$ cat config.mk
export PLATFORM = sky130hd
export DESIGN_NAME = ascii_ppm_decoder_flat
export DESIGN_NICKNAME = d
export VERILOG_FILES = /design/src/hdl/ppm_dec_pkg.sv /design/src/hdl/ppm_dec_if.sv /design/src/hdl/ppm_dec_fifo.sv /design/src/hdl/ppm_dec_front.sv /design/src/hdl/ppm_dec_back.sv /design/src/hdl/ascii_ppm_decoder.sv /design/src/flat_wrapper.sv
export VERILOG_INCLUDE_DIRS = /design/src /design/src/hdl
export SDC_FILE = /design/constraint.sdc
export NUM_CORES = 2
export LEC_CHECK = 0
export BUFFER_PORTS_ARGS = -buffer_cell sky130_fd_sc_hd__buf_4
export CORE_UTILIZATION = 55
export CTS_CLUSTER_SIZE = 8
export DETAILED_ROUTE_END_ITERATION = 6
export PLACE_DENSITY = 0.71
export SLEW_MARGIN = 30
export SYNTH_ARGS = -nofsm -noshare
export SYNTH_HDL_FRONTEND = slang
export SYNTH_SLANG_ARGS = --single-unit
$ cat constraint.sdc
create_clock -name i_clk -period 14.75 [get_ports i_clk]
set_input_delay 2.95 -clock i_clk [delete_from_list [all_inputs] [get_ports i_clk]]
set_output_delay 2.95 -clock i_clk [all_outputs]
set_load 0.02 [all_outputs]
$ cat src/hdl/ascii_ppm_decoder_defines.svh
// ----------------------------------------------------------------------------
// ascii_ppm_decoder_defines.svh
// Assertion macros shared by the decoder modules.
// ----------------------------------------------------------------------------
`ifndef ASCII_PPM_DECODER_DEFINES_SVH
`define ASCII_PPM_DECODER_DEFINES_SVH

// Check a property on every clock edge outside reset.
`define PPM_ASSERT(lbl, prop, msg) \
    lbl: assert property (@(posedge i_clk) disable iff (!i_rst_n) (prop)) \
        else $error(msg);

// Check that a condition implies another one on the following edge.
`define PPM_ASSERT_NEXT(lbl, ante, cons, msg) \
    lbl: assert property (@(posedge i_clk) disable iff (!i_rst_n) (ante) |=> (cons)) \
        else $error(msg);

`endif

$ cat src/hdl/ppm_dec_pkg.sv
// ----------------------------------------------------------------------------
// ppm_dec_pkg
// Types, codes and constants of the plain-text PPM decoder.
// ----------------------------------------------------------------------------
`timescale 1ns / 1ps
`default_nettype none

package ppm_dec_pkg;

    localparam int unsigned VAL_W      = 25;
    localparam int unsigned MAG_W      = 24;
    localparam int unsigned DIM_OUT_W  = 13;
    localparam int unsigned FIFO_DEPTH = 4;
    localparam int unsigned NUM_W      = 32;

    localparam logic [VAL_W-1:0] VAL_LIMIT = 25'd16777215;
    localparam logic [VAL_W-1:0] VAL_OVER  = 25'd16777216;
    localparam logic [7:0]       SCALE_MUL = 8'd255;

    // Characters
    localparam logic [7:0] C_P     = 8'h50;
    localparam logic [7:0] C_3     = 8'h33;
    localparam logic [7:0] C_HASH  = 8'h23;
    localparam logic [7:0] C_LF    = 8'h0A;
    localparam logic [7:0] C_HT    = 8'h09;
    localparam logic [7:0] C_CR    = 8'h0D;
    localparam logic [7:0] C_SPACE = 8'h20;
    localparam logic [7:0] C_PLUS  = 8'h2B;
    localparam logic [7:0] C_MINUS = 8'h2D;
    localparam logic [7:0] C_0     = 8'h30;
    localparam logic [7:0] C_9     = 8'h39;

    typedef enum logic [2:0] {
        PH_MAGIC, PH_WIDTH, PH_HEIGHT, PH_MAXVAL, PH_PIXELS, PH_DONE, PH_ERROR
    } t_phase;

    typedef enum logic [1:0] {
        RK_HEADER, RK_PIXEL, RK_DONE, RK_ERROR
    } t_kind;

    typedef enum logic [2:0] {
        ERR_MAGIC, ERR_NUMBER, ERR_NONPOS, ERR_TRUNC, ERR_LARGE
    } t_err;

    typedef enum logic {
        OP_EMIT, OP_SCALE
    } t_op;

    typedef enum logic [1:0] {
        CH_RED, CH_GREEN, CH_BLUE
    } t_chan;

    typedef enum logic [1:0] {
        BS_IDLE, BS_DIV, BS_FIN, BS_OUT
    } t_bstate;

    // One job from the parser to the scaling back end
    typedef struct packed {
        t_op                  op;
        t_kind                kind;
        t_err                 err;
        logic [DIM_OUT_W-1:0] w;
        logic [DIM_OUT_W-1:0] h;
        logic [MAG_W-1:0]     val;
        logic                 neg;
        t_chan                chan;
        logic                 last;
    } t_job;

    function automatic t_job mk_job(
        input t_op                  op,
        input t_kind                kind,
        input t_err                 err,
        input logic [DIM_OUT_W-1:0] w,
        input logic [DIM_OUT_W-1:0] h,
        input logic [MAG_W-1:0]     val,
        input logic                 neg,
        input t_chan                chan
    );
        t_job j;
        j.op   = op;
        j.kind = kind;
        j.err  = err;
        j.w    = w;
        j.h    = h;
        j.val  = val;
        j.neg  = neg;
        j.chan = chan;
        j.last = 1'b0;
        return j;
    endfunction

endpackage

`default_nettype wire

$ cat src/hdl/ppm_dec_if.sv
// ----------------------------------------------------------------------------
// ppm_dec_byte_if / ppm_dec_res_if
// Valid/ready channels for input bytes and decoded results.
// ----------------------------------------------------------------------------
`timescale 1ns / 1ps
`default_nettype none

interface ppm_dec_byte_if;
    logic       valid;
    logic       ready;
    logic [7:0] data_byte;
    logic       end_of_file;

    modport source (output valid, output data_byte, output end_of_file, input ready);
    modport sink   (input valid, input data_byte, input end_of_file, output ready);
endinterface

interface ppm_dec_res_if;
    logic        valid;
    logic        ready;
    logic [1:0]  result_kind;
    logic [7:0]  red;
    logic [7:0]  green;
    logic [7:0]  blue;
    logic [12:0] image_width;
    logic [12:0] image_height;
    logic [2:0]  error_code;
    logic        last_of_run;

    modport source (
        output valid, output result_kind, output red, output green, output blue,
        output image_width, output image_height, output error_code,
        output last_of_run, input ready
    );
    modport sink (
        input valid, input result_kind, input red, input green, input blue,
        input image_width, input image_height, input error_code,
        input last_of_run, output ready
    );
endinterface

`default_nettype wire

$ cat src/hdl/ppm_dec_fifo.sv
// ----------------------------------------------------------------------------
// ppm_dec_fifo
// Short job queue between the parser and the scaling back end.
// ----------------------------------------------------------------------------
`timescale 1ns / 1ps
`default_nettype none
`include "ascii_ppm_decoder_defines.svh"

module ppm_dec_fifo (
    input  wire logic              i_clk,
    input  wire logic              i_rst_n,
    input  wire logic              i_push,
    input  ppm_dec_pkg::t_job      i_push_data,
    output logic                   o_full,
    input  wire logic              i_pop,
    output ppm_dec_pkg::t_job      o_pop_data,
    output logic                   o_empty
);
    import ppm_dec_pkg::*;

    localparam int unsigned IDX_W = $clog2(FIFO_DEPTH);
    localparam int unsigned CNT_W = $clog2(FIFO_DEPTH + 1);

    t_job             r_mem [FIFO_DEPTH];
    logic [IDX_W-1:0] r_wr, r_rd;
    logic [CNT_W-1:0] r_cnt;

    assign o_full     = (r_cnt == CNT_W'(FIFO_DEPTH));
    assign o_empty    = (r_cnt == '0);
    assign o_pop_data = r_mem[r_rd];

    // Store jobs
    always_ff @(posedge i_clk) begin
        if (i_push) begin
            r_mem[r_wr] <= i_push_data;
        end
    end

    // Advance pointers and count
    always_ff @(posedge i_clk) begin
        if (!i_rst_n) begin
            r_wr  <= '0;
            r_rd  <= '0;
            r_cnt <= '0;
        end else begin
            if (i_push) begin
                r_wr <= r_wr + IDX_W'(1);
            end
            if (i_pop) begin
                r_rd <= r_rd + IDX_W'(1);
            end
            if (i_push && !i_pop) begin
                r_cnt <= r_cnt + CNT_W'(1);
            end else if (!i_push && i_pop) begin
                r_cnt <= r_cnt - CNT_W'(1);
            end
        end
    end

    `PPM_ASSERT(a_no_overflow, !(i_push && o_full), "push into full queue")
    `PPM_ASSERT(a_no_underflow, !(i_pop && o_empty), "pop from empty queue")
    `PPM_ASSERT_NEXT(a_count_up, i_push && !i_pop, r_cnt == $past(r_cnt) + CNT_W'(1), "count")

endmodule

`default_nettype wire

$ cat src/hdl/ppm_dec_front.sv
// ----------------------------------------------------------------------------
// ppm_dec_front
// Tokenizer and header parser: turns bytes into jobs for the back end.
// ----------------------------------------------------------------------------
`timescale 1ns / 1ps
`default_nettype none

module ppm_dec_front #(
    parameter int unsigned MAX_DIM = 4096
) (
    input  wire logic          i_clk,
    input  wire logic          i_rst_n,
    ppm_dec_byte_if.sink       i_byte,
    output logic               o_push,
    output ppm_dec_pkg::t_job  o_push_data,
    input  wire logic          i_full
);
    import ppm_dec_pkg::*;

    localparam int unsigned DW   = $clog2(MAX_DIM + 1);
    localparam int unsigned PL_W = 2 * DW;

    t_phase            r_phase, n_phase;
    logic              r_ic, n_ic, r_it, n_it;
    logic [1:0]        r_mp, n_mp;
    logic [VAL_W-1:0]  r_tv, n_tv;
    logic              r_tn, n_tn, r_ds, n_ds, r_dst, n_dst;
    logic [DW-1:0]     r_w, n_w, r_h, n_h;
    logic [PL_W-1:0]   r_pl, n_pl;
    t_chan             r_ch, n_ch;
    logic              r_pend;
    t_job              r_pend_job;

    t_job              ent0, ent1, jb;
    logic [1:0]        n_res;
    logic              accept;
    logic [7:0]        b;
    logic              ws, is_dig, tk, first, fin;
    logic [28:0]       acc;

    assign b      = i_byte.data_byte;
    assign i_byte.ready = !r_pend && !i_full;
    assign accept = i_byte.valid && i_byte.ready;

    // Step the parser over one byte
    always_comb begin
        n_phase = r_phase; n_ic = r_ic; n_it = r_it; n_mp = r_mp;
        n_tv = r_tv; n_tn = r_tn; n_ds = r_ds; n_dst = r_dst;
        n_w = r_w; n_h = r_h; n_pl = r_pl; n_ch = r_ch;
        ent0 = '0; ent1 = '0; jb = '0; n_res = 2'd0;
        tk = 1'b0; first = 1'b0; fin = 1'b0;
        ws     = b inside {C_SPACE, [C_HT:C_CR]};
        is_dig = b inside {[C_0:C_9]};
        acc    = {4'b0, r_tv} * 29'd10 + 29'(b - C_0);

        // classify byte
        if (n_phase < PH_DONE) begin
            if (n_ic) begin
                if (b == C_LF) begin
                    n_ic = 1'b0;
                end
            end else if (n_it) begin
                if (ws) begin
                    fin = 1'b1;
                end else begin
                    tk = 1'b1;
                end
            end else if (!ws) begin
                if (b == C_HASH) begin
                    n_ic = 1'b1;
                end else begin
                    n_it = 1'b1; n_mp = 2'd0; n_tv = '0;
                    n_tn = 1'b0; n_ds = 1'b0; n_dst = 1'b0;
                    tk = 1'b1; first = 1'b1;
                    acc = 29'(b - C_0);
                end
            end
        end

        // take one token character
        if (tk) begin
            if (n_phase == PH_MAGIC) begin
                if (n_mp == 2'd0 && b == C_P) begin
                    n_mp = 2'd1;
                end else if (n_mp == 2'd1 && b == C_3) begin
                    n_mp = 2'd2;
                end else begin
                    n_mp = 2'd3;
                end
            end else if (first && (b == C_PLUS || b == C_MINUS)) begin
                n_tn = (b == C_MINUS);
            end else if (!n_dst) begin
                if (is_dig) begin
                    n_tv = (acc > 29'(VAL_LIMIT)) ? VAL_OVER : acc[VAL_W-1:0];
                    n_ds = 1'b1;
                end else begin
                    n_dst = 1'b1;
                end
            end
        end

        if (i_byte.end_of_file && n_phase < PH_DONE && n_it) begin
            fin = 1'b1;
        end

        // finish a token
        if (fin) begin
            n_it = 1'b0;
            if (n_phase == PH_MAGIC) begin
                if (n_mp == 2'd2) begin
                    n_phase = PH_WIDTH;
                end else begin
                    jb = mk_job(OP_EMIT, RK_ERROR, ERR_MAGIC, '0, '0, '0, 1'b0, CH_RED);
                    if (n_res == 2'd0) ent0 = jb; else ent1 = jb;
                    n_res = n_res + 2'd1;
                    n_phase = PH_ERROR;
                end
            end else if (!n_ds || n_tv > VAL_LIMIT
                         || (n_phase <= PH_MAXVAL && (n_tn || n_tv == '0))
                         || (n_phase <= PH_HEIGHT && n_tv > VAL_W'(MAX_DIM))) begin
                if (!n_ds) begin
                    jb = mk_job(OP_EMIT, RK_ERROR, ERR_NUMBER, '0, '0, '0, 1'b0, CH_RED);
                end else if (n_tv > VAL_LIMIT) begin
                    jb = mk_job(OP_EMIT, RK_ERROR, ERR_LARGE, '0, '0, '0, 1'b0, CH_RED);
                end else if (n_phase <= PH_MAXVAL && (n_tn || n_tv == '0)) begin
                    jb = mk_job(OP_EMIT, RK_ERROR, ERR_NONPOS, '0, '0, '0, 1'b0, CH_RED);
                end else begin
                    jb = mk_job(OP_EMIT, RK_ERROR, ERR_LARGE, '0, '0, '0, 1'b0, CH_RED);
                end
                if (n_res == 2'd0) ent0 = jb; else ent1 = jb;
                n_res = n_res + 2'd1;
                n_phase = PH_ERROR;
            end else if (n_phase == PH_WIDTH) begin
                n_w = DW'(n_tv);
                n_phase = PH_HEIGHT;
            end else if (n_phase == PH_HEIGHT) begin
                n_h = DW'(n_tv);
                n_phase = PH_MAXVAL;
            end else if (n_phase == PH_MAXVAL) begin
                jb = mk_job(OP_EMIT, RK_HEADER, ERR_MAGIC, DIM_OUT_W'(n_w),
                            DIM_OUT_W'(n_h), n_tv[MAG_W-1:0], 1'b0, CH_RED);
                if (n_res == 2'd0) ent0 = jb; else ent1 = jb;
                n_res = n_res + 2'd1;
                n_pl = PL_W'(n_w) * PL_W'(n_h);
                n_ch = CH_RED;
                n_phase = PH_PIXELS;
            end else begin
                jb = mk_job(OP_SCALE, RK_PIXEL, ERR_MAGIC, '0, '0, n_tv[MAG_W-1:0],
                            n_tn, n_ch);
                if (n_res == 2'd0) ent0 = jb; else ent1 = jb;
                n_res = n_res + 2'd1;
                case (n_ch)
                    CH_RED:   n_ch = CH_GREEN;
                    CH_GREEN: n_ch = CH_BLUE;
                    default: begin
                        n_ch = CH_RED;
                        if (n_pl != '0) begin
                            n_pl = n_pl - PL_W'(1);
                        end
                        if (n_pl == '0) begin
                            jb = mk_job(OP_EMIT, RK_DONE, ERR_MAGIC, '0, '0, '0, 1'b0, CH_RED);
                            if (n_res == 2'd0) ent0 = jb; else ent1 = jb;
                            n_res = n_res + 2'd1;
                            n_phase = PH_DONE;
                        end
                    end
                endcase
            end
        end

        // end of file: flag truncation, then start over
        if (i_byte.end_of_file) begin
            if (n_phase < PH_DONE) begin
                jb = mk_job(OP_EMIT, RK_ERROR, ERR_TRUNC, '0, '0, '0, 1'b0, CH_RED);
                if (n_res == 2'd0) ent0 = jb; else ent1 = jb;
                n_res = n_res + 2'd1;
            end
            n_phase = PH_MAGIC; n_ic = 1'b0; n_it = 1'b0; n_mp = 2'd0;
            n_tv = '0; n_tn = 1'b0; n_ds = 1'b0; n_dst = 1'b0;
            n_w = '0; n_h = '0; n_pl = '0; n_ch = CH_RED;
        end

        ent0.last = (n_res == 2'd1);
        ent1.last = 1'b1;
    end

    // Push the first job now; hold a second one in a pending register until the queue has room
    assign o_push      = r_pend ? !i_full : (accept && n_res != 2'd0);
    assign o_push_data = r_pend ? r_pend_job : ent0;

    always_ff @(posedge i_clk) begin
        if (accept && n_res == 2'd2) begin
            r_pend_job <= ent1;
        end
    end

    always_ff @(posedge i_clk) begin
        if (!i_rst_n) begin
            r_phase <= PH_MAGIC; r_ic <= 1'b0; r_it <= 1'b0; r_mp <= 2'd0;
            r_tv <= '0; r_tn <= 1'b0; r_ds <= 1'b0; r_dst <= 1'b0;
            r_w <= '0; r_h <= '0; r_pl <= '0; r_ch <= CH_RED;
            r_pend <= 1'b0;
        end else begin
            if (accept) begin
                r_phase <= n_phase; r_ic <= n_ic; r_it <= n_it; r_mp <= n_mp;
                r_tv <= n_tv; r_tn <= n_tn; r_ds <= n_ds; r_dst <= n_dst;
                r_w <= n_w; r_h <= n_h; r_pl <= n_pl; r_ch <= n_ch;
            end
            if (accept && n_res == 2'd2) begin
                r_pend <= 1'b1;
            end else if (r_pend && !i_full) begin
                r_pend <= 1'b0;
            end
        end
    end

endmodule

`default_nettype wire

$ cat src/hdl/ppm_dec_back.sv
// ----------------------------------------------------------------------------
// ppm_dec_back
// Scales pixel channels by 255/maxval with a serial divider; drives results.
// ----------------------------------------------------------------------------
`timescale 1ns / 1ps
`default_nettype none
`include "ascii_ppm_decoder_defines.svh"

module ppm_dec_back (
    input  wire logic          i_clk,
    input  wire logic          i_rst_n,
    input  wire logic          i_empty,
    input  ppm_dec_pkg::t_job  i_job,
    output logic               o_pop,
    ppm_dec_res_if.source      o_res
);
    import ppm_dec_pkg::*;

    localparam int unsigned CNT_W = $clog2(NUM_W);

    t_bstate           r_state, n_state;
    logic [NUM_W-1:0]  r_num;
    logic [MAG_W-1:0]  r_rem, r_maxv;
    logic [CNT_W-1:0]  r_cnt;
    logic              r_neg, r_last;
    t_chan             r_chan;
    logic [7:0]        r_red, r_green;

    logic [1:0]             r_kind;
    logic [7:0]             r_o_red, r_o_green, r_o_blue;
    logic [DIM_OUT_W-1:0]   r_o_w, r_o_h;
    logic [2:0]             r_o_err;
    logic                   r_o_last;

    logic [MAG_W:0]    trial, diff;
    logic              ge;
    logic [7:0]        v8;

    // One restoring divide step
    assign trial = {r_rem, r_num[NUM_W-1]};
    assign diff  = trial - {1'b0, r_maxv};
    assign ge    = (trial >= {1'b0, r_maxv});
    assign v8    = r_neg ? (8'd0 - r_num[7:0]) : r_num[7:0];

    // Next state
    always_comb begin
        n_state = r_state;
        case (r_state)
            BS_IDLE: begin
                if (!i_empty) begin
                    n_state = (i_job.op == OP_SCALE) ? BS_DIV : BS_OUT;
                end
            end
            BS_DIV: begin
                if (r_cnt == CNT_W'(NUM_W - 1)) begin
                    n_state = BS_FIN;
                end
            end
            BS_FIN:  n_state = (r_chan == CH_BLUE) ? BS_OUT : BS_IDLE;
            BS_OUT: begin
                if (o_res.ready) begin
                    n_state = BS_IDLE;
                end
            end
            default: n_state = BS_IDLE;
        endcase
    end

    // Outputs
    always_comb begin
        o_pop              = (r_state == BS_IDLE) && !i_empty;
        o_res.valid        = (r_state == BS_OUT);
        o_res.result_kind  = r_kind;
        o_res.red          = r_o_red;
        o_res.green        = r_o_green;
        o_res.blue         = r_o_blue;
        o_res.image_width  = r_o_w;
        o_res.image_height = r_o_h;
        o_res.error_code   = r_o_err;
        o_res.last_of_run  = r_o_last;
    end

    // Datapath
    always_ff @(posedge i_clk) begin
        case (r_state)
            BS_IDLE: begin
                if (!i_empty) begin
                    r_neg  <= i_job.neg;
                    r_chan <= i_job.chan;
                    r_last <= i_job.last;
                    r_rem  <= '0;
                    r_cnt  <= '0;
                    r_num  <= NUM_W'(i_job.val) * NUM_W'(SCALE_MUL);
                    if (i_job.op == OP_EMIT) begin
                        r_kind    <= i_job.kind;
                        r_o_red   <= '0;
                        r_o_green <= '0;
                        r_o_blue  <= '0;
                        r_o_w     <= (i_job.kind == RK_HEADER) ? i_job.w : '0;
                        r_o_h     <= (i_job.kind == RK_HEADER) ? i_job.h : '0;
                        r_o_err   <= (i_job.kind == RK_ERROR) ? i_job.err : '0;
                        r_o_last  <= i_job.last;
                        if (i_job.kind == RK_HEADER) begin
                            r_maxv <= i_job.val;
                        end
                    end
                end
            end
            BS_DIV: begin
                r_rem <= ge ? diff[MAG_W-1:0] : trial[MAG_W-1:0];
                r_num <= {r_num[NUM_W-2:0], ge};
                r_cnt <= r_cnt + CNT_W'(1);
            end
            BS_FIN: begin
                case (r_chan)
                    CH_RED:   r_red <= v8;
                    CH_GREEN: r_green <= v8;
                    default: begin
                        r_kind    <= RK_PIXEL;
                        r_o_red   <= r_red;
                        r_o_green <= r_green;
                        r_o_blue  <= v8;
                        r_o_w     <= '0;
                        r_o_h     <= '0;
                        r_o_err   <= '0;
                        r_o_last  <= r_last;
                    end
                endcase
            end
            default: ;
        endcase
    end

    always_ff @(posedge i_clk) begin
        if (!i_rst_n) begin
            r_state <= BS_IDLE;
        end else begin
            r_state <= n_state;
        end
    end

    `PPM_ASSERT(a_pop_idle, !o_pop || r_state == BS_IDLE, "pop outside idle")
    `PPM_ASSERT_NEXT(a_div_len, r_state == BS_DIV && r_cnt == CNT_W'(NUM_W - 1),
                     r_state == BS_FIN, "divider length")
    `PPM_ASSERT_NEXT(a_hold_out, o_res.valid && !o_res.ready, o_res.valid, "result dropped")

endmodule

`default_nettype wire

$ cat src/hdl/ascii_ppm_decoder.sv
// ----------------------------------------------------------------------------
// ascii_ppm_decoder
// Plain-text PPM (P3) stream decoder, top level.
// ----------------------------------------------------------------------------
// Usage:
//   i_byte carries one byte of the file per item; end_of_file marks the last.
//   o_res delivers header, pixel, done and error results; last_of_run marks
//   the final result caused by one byte (at most two per byte).
//   The parser takes one byte per cycle while the queue has room and no job
//   is pending, and pushes jobs into a four-entry queue; a byte that yields
//   two results holds its second job and blocks input until that job is pushed.
//   Each pixel channel is scaled by a bit-serial divider: a load in the
//   idle state, 32 steps and a finish state. Header, done and error results
//   skip the divider. The back end takes a new job only in its idle state,
//   once it is through with the previous one.
//   A stalled receiver holds the result register; the queue then fills and
//   i_byte.ready drops. Synchronous reset returns to expecting the magic
//   token; an end-of-file byte does the same for the next file.
// ----------------------------------------------------------------------------
`timescale 1ns / 1ps
`default_nettype none

module ascii_ppm_decoder #(
    parameter int unsigned MAX_DIM = 4096
) (
    input  wire logic     i_clk,
    input  wire logic     i_rst_n,
    ppm_dec_byte_if.sink  i_byte,
    ppm_dec_res_if.source o_res
);
    import ppm_dec_pkg::*;

    logic push, full, pop, empty;
    t_job push_data, pop_data;

    // Parse bytes into jobs
    ppm_dec_front #(.MAX_DIM(MAX_DIM)) u_front (
        .i_clk       (i_clk),
        .i_rst_n     (i_rst_n),
        .i_byte      (i_byte),
        .o_push      (push),
        .o_push_data (push_data),
        .i_full      (full)
    );

    // Decouple parser and scaler
    ppm_dec_fifo u_fifo (
        .i_clk       (i_clk),
        .i_rst_n     (i_rst_n),
        .i_push      (push),
        .i_push_data (push_data),
        .o_full      (full),
        .i_pop       (pop),
        .o_pop_data  (pop_data),
        .o_empty     (empty)
    );

    // Scale and emit results
    ppm_dec_back u_back (
        .i_clk   (i_clk),
        .i_rst_n (i_rst_n),
        .i_empty (empty),
        .i_job   (pop_data),
        .o_pop   (pop),
        .o_res   (o_res)
    );

endmodule

`default_nettype wire
$ cat src/flat_wrapper.sv
// flat-port wrapper written by rule: the top's interface ports become plain ports
module ascii_ppm_decoder_flat import ppm_dec_pkg::*;
#(
    parameter int unsigned MAX_DIM = 4096
)
  (i_clk, i_rst_n, i_byte_valid, i_byte_data_byte, i_byte_end_of_file, i_byte_ready, o_res_valid, o_res_result_kind, o_res_red, o_res_green, o_res_blue, o_res_image_width, o_res_image_height, o_res_error_code, o_res_last_of_run, o_res_ready);
  ppm_dec_byte_if i_byte_i ();
  ppm_dec_res_if o_res_i ();
  input  wire logic i_clk;
  input  wire logic i_rst_n;
  input wire logic [$bits(i_byte_i.valid)-1:0] i_byte_valid;
  input wire logic [$bits(i_byte_i.data_byte)-1:0] i_byte_data_byte;
  input wire logic [$bits(i_byte_i.end_of_file)-1:0] i_byte_end_of_file;
  output wire logic [$bits(i_byte_i.ready)-1:0] i_byte_ready;
  output wire logic [$bits(o_res_i.valid)-1:0] o_res_valid;
  output wire logic [$bits(o_res_i.result_kind)-1:0] o_res_result_kind;
  output wire logic [$bits(o_res_i.red)-1:0] o_res_red;
  output wire logic [$bits(o_res_i.green)-1:0] o_res_green;
  output wire logic [$bits(o_res_i.blue)-1:0] o_res_blue;
  output wire logic [$bits(o_res_i.image_width)-1:0] o_res_image_width;
  output wire logic [$bits(o_res_i.image_height)-1:0] o_res_image_height;
  output wire logic [$bits(o_res_i.error_code)-1:0] o_res_error_code;
  output wire logic [$bits(o_res_i.last_of_run)-1:0] o_res_last_of_run;
  input wire logic [$bits(o_res_i.ready)-1:0] o_res_ready;
  assign i_byte_i.valid = i_byte_valid;
  assign i_byte_i.data_byte = i_byte_data_byte;
  assign i_byte_i.end_of_file = i_byte_end_of_file;
  assign i_byte_ready = i_byte_i.ready;
  assign o_res_valid = o_res_i.valid;
  assign o_res_result_kind = o_res_i.result_kind;
  assign o_res_red = o_res_i.red;
  assign o_res_green = o_res_i.green;
  assign o_res_blue = o_res_i.blue;
  assign o_res_image_width = o_res_i.image_width;
  assign o_res_image_height = o_res_i.image_height;
  assign o_res_error_code = o_res_i.error_code;
  assign o_res_last_of_run = o_res_i.last_of_run;
  assign o_res_i.ready = o_res_ready;
  ascii_ppm_decoder #(.MAX_DIM(MAX_DIM)) u_core (.i_clk(i_clk), .i_rst_n(i_rst_n), .i_byte(i_byte_i), .o_res(o_res_i));
endmodule
==> impl_metrics.py <==
metrics = {
    "outcome": {
        "status": "finished, final reports clean",
    },
    "clock_tree": {
        "cts_made_buffers": 74,
        "h-tree-depth": 3,
        "postCtsHoldBufs": 0,
        "cts_buffer_depth": 3,
        "clk_latency_ns": 0.61,
        "cts_tree": "done",
        "cts_sinks": 504,
        "path_clk_slew_ns": 0.05,
        "ctsResizeCount": 0,
        "root_buffer": "clkbuf_16",
        "post_cts_buffers": 0,
    },
    "synthesis": {
        "syn-num-nets": 3727,
        "ys_async_sr_fraction_pct": 0,
        "synthDistinctLibCells": 95,
        "syn_avg_cell_area_um2": 10.8,
        "syn-cell-area_um2": 35100,
        "synth_warnings": 0,
        "ys_seq_area_share_pct": 40.2,
        "ys_seq_elements": 504,
        "synth_enable_flop_cells": 403,
        "synth_ff_type": "edfxtp_1",
        "syn_inst": 3242,
    },
    "worst_setup_path": {
        "critPathSlowestCell": "inv_1",
        "worst-path-max-fanout": 22,
        "r2r_slack_ns": 4.41,
        "cp-end-kind": "flip-flop",
        "critical-path-max-stage-delay_ns": 0.68,
        "start_kind": "primary input",
        "critPathKind": "in2reg",
        "reg2regPathDepth": 42,
        "crit_required_ns": 15.27,
        "crit_arrival_ns": 11.12,
        "cp_common_cell": "ha_1",
    },
    "route": {
        "wl_um": 81400,
        "drc_errors": 0,
        "vias": 24031,
        "viasPerCell": 5.74,
        "first_pass_iters": 6,
        "drtIter0Drc": 1647,
        "routedWlPerCell_um": 19.4,
        "drtAntennaViolNets": 0,
    },
    "global_route": {
        "grt_max_degree": 88,
        "grt-ovfl-total": 0,
        "antenna_found_initial": 3,
        "grt_pass1_wl_um": 130000,
        "grt_pass1_vias": 24814,
        "grt_usage_pct": 25.6,
    },
    "layout": {
        "finalInstanceArea_um2": 38700,
        "multi_input_area_um2": 19200,
        "seq_area_um2": 14100,
        "antenna_cells": 0,
        "syn_to_final_growth_pct": 10.1,
        "final_cell_mix": "edfxtp_1, inv_1, nand2_1",
        "fin_nets": 3773,
        "final_common_cell": "edfxtp_1",
        "drive_gt1_share_pct": 8.59,
        "fill_cells": 5074,
    },
    "floorplanning": {
        "die_w_um": 255,
        "rows": 92,
        "die_y_um": 255,
        "core_area_um2": 63100,
        "io-pin-count": 71,
        "start_util_pct": 55.7,
        "die_area_um2": 64800,
    },
    "timing": {
        "setup_tns_ns": 0,
        "drv_slew": 0,
        "period_share_pct": 71.9,
        "finClkSkew_ns": 0.0197,
        "fin_crit_ns": 10.60,
        "max-slew-margin-rel_pct": 38.1,
        "hold_viol_final": 0,
        "finalSetupViolCount": 0,
        "max_freq_mhz": 94.3,
        "rsz0062_at_grt": "no",
        "tightestPinTransition_ns": 0.929,
    },
    "worst_hold_path": {
        "hold_depth": 2,
        "hold_class": "reg2reg",
    },
    "placement": {
        "io_buffers": 70,
        "hpwl_um": 59600,
        "gp_congestion": 0.926,
        "placed_area_um2": 36400,
    },
    "flow_run": {
        "maxCapViolCount": 0,
    },
}
## stage by stage
stage	cells	hold slack (ns)	utilization, %	worst slack, ns
after floorplan	3242	0.441	-	4.21
after global placement	4057	0.462	57.7	3.85
after detailed placement	4058	0.481	57.7	3.66
after CTS	4188	0.491	61.3	4.27
after global routing	4188	0.523	61.3	3.61
final	4188	0.493	61.3	4.15
## area by class of cell
type	count	area share [%]
inverters	346	3.36
clock buffers	121	5.38
multi-input cells	2268	49.7
clock inverters	9	0.411
well taps	846	2.74
repair buffers	94	1.84
flip-flops and latches	504	36.5
## kinds of logic after synthesis
family / share of synthesized area [%]
and+or+nand+nor: 14.0
AOI/OAI and AO/OA: 10.3
DFF: 40.2
adders and majority gates: 21.8
buffers and inverters: 5.14
muxes: 5.56
xor gates and xnor gates: 2.94
## sequential cells by signal (all words and copies together), names as in the netlist, 3 cells and up, named ones only
name	cells
u_core.u_back.r_red	8
u_core.u_front.r_w	13
u_core.u_back.o_res.green	8
u_core.u_fifo.r_mem	240
u_core.u_back.r_maxv	24
u_core.u_fifo.r_cnt	3
u_core.u_back.r_rem	24
u_core.u_front.r_h	13
u_core.u_back.o_res.image_height	13
u_core.u_back.o_res.image_width	13
u_core.u_back.r_green	8
u_core.u_front.r_pl	26
u_core.u_back.o_res.blue	8
u_core.u_back.r_num	32
u_core.u_front.r_phase	3
u_core.u_back.r_cnt	5
u_core.u_front.r_tv	25
u_core.u_back.o_res.error_code	3
u_core.u_back.o_res.red	8
## per-layer routing
| layer | vias to the layer above | wire length, um | GRT usage, % |
|---|---|---|---|
| li1 | 11369 | - | - |
| met5 | - | 24 | 0 |
| met1 | 11865 | 34700 | 33.7 |
| met2 | 623 | 40100 | 43.3 |
| met3 | 170 | 4250 | 3.99 |
| met4 | 4 | 2370 | 8.64 |
## worst max-delay path: cells and delay by family
kind            cells  cell delay (ns)
compound gates     10             2.59
buf+inv             3             0.89
fa+ha+maj           5             1.72
xor+xnor            2             0.38
simple gates        9             2.60
## path summary, 6_finish.rpt
| kind | start | endpoint |
|---|---|---|
| setup / recovery | i_byte_data_byte[4] | u_core.u_fifo.r_cnt[2]$_SDFFE_PN0P_ |
| hold / removal | u_core.u_front.r_pl[17]$_SDFFE_PN0P_ | u_core.u_front.r_pl[17]$_SDFFE_PN0P_ |
| setup reg to reg | u_core.u_front.r_tv[4]$_SDFFE_PN0P_ | u_core.u_fifo.r_cnt[2]$_SDFFE_PN0P_ |
| hold reg to reg | u_core.u_front.r_pl[17]$_SDFFE_PN0P_ | u_core.u_front.r_pl[17]$_SDFFE_PN0P_ |
## Yosys cell counts (42+ instances only)
master | instances | area [um^2]
a21oi_1 | 144 | 721
and2_1 | 143 | 895
clkbuf_1 | 96 | 360
dfxtp_1 | 101 | 2020
edfxtp_1 | 403 | 12100
fa_1 | 235 | 4700
ha_1 | 237 | 2970
inv_1 | 344 | 1290
mux2i_1 | 60 | 601
mux4_2 | 60 | 1350
nand2_1 | 303 | 1140
nor2_1 | 230 | 863
nor2b_1 | 85 | 532
nor3_1 | 65 | 325
o21ai_0 | 133 | 666
xnor2_1 | 72 | 631
xor2_1 | 42 | 368
Power is left out: the tool's default activity adds up to more than one toggle a clock period on the data nets, which glitch-free logic cannot reach.
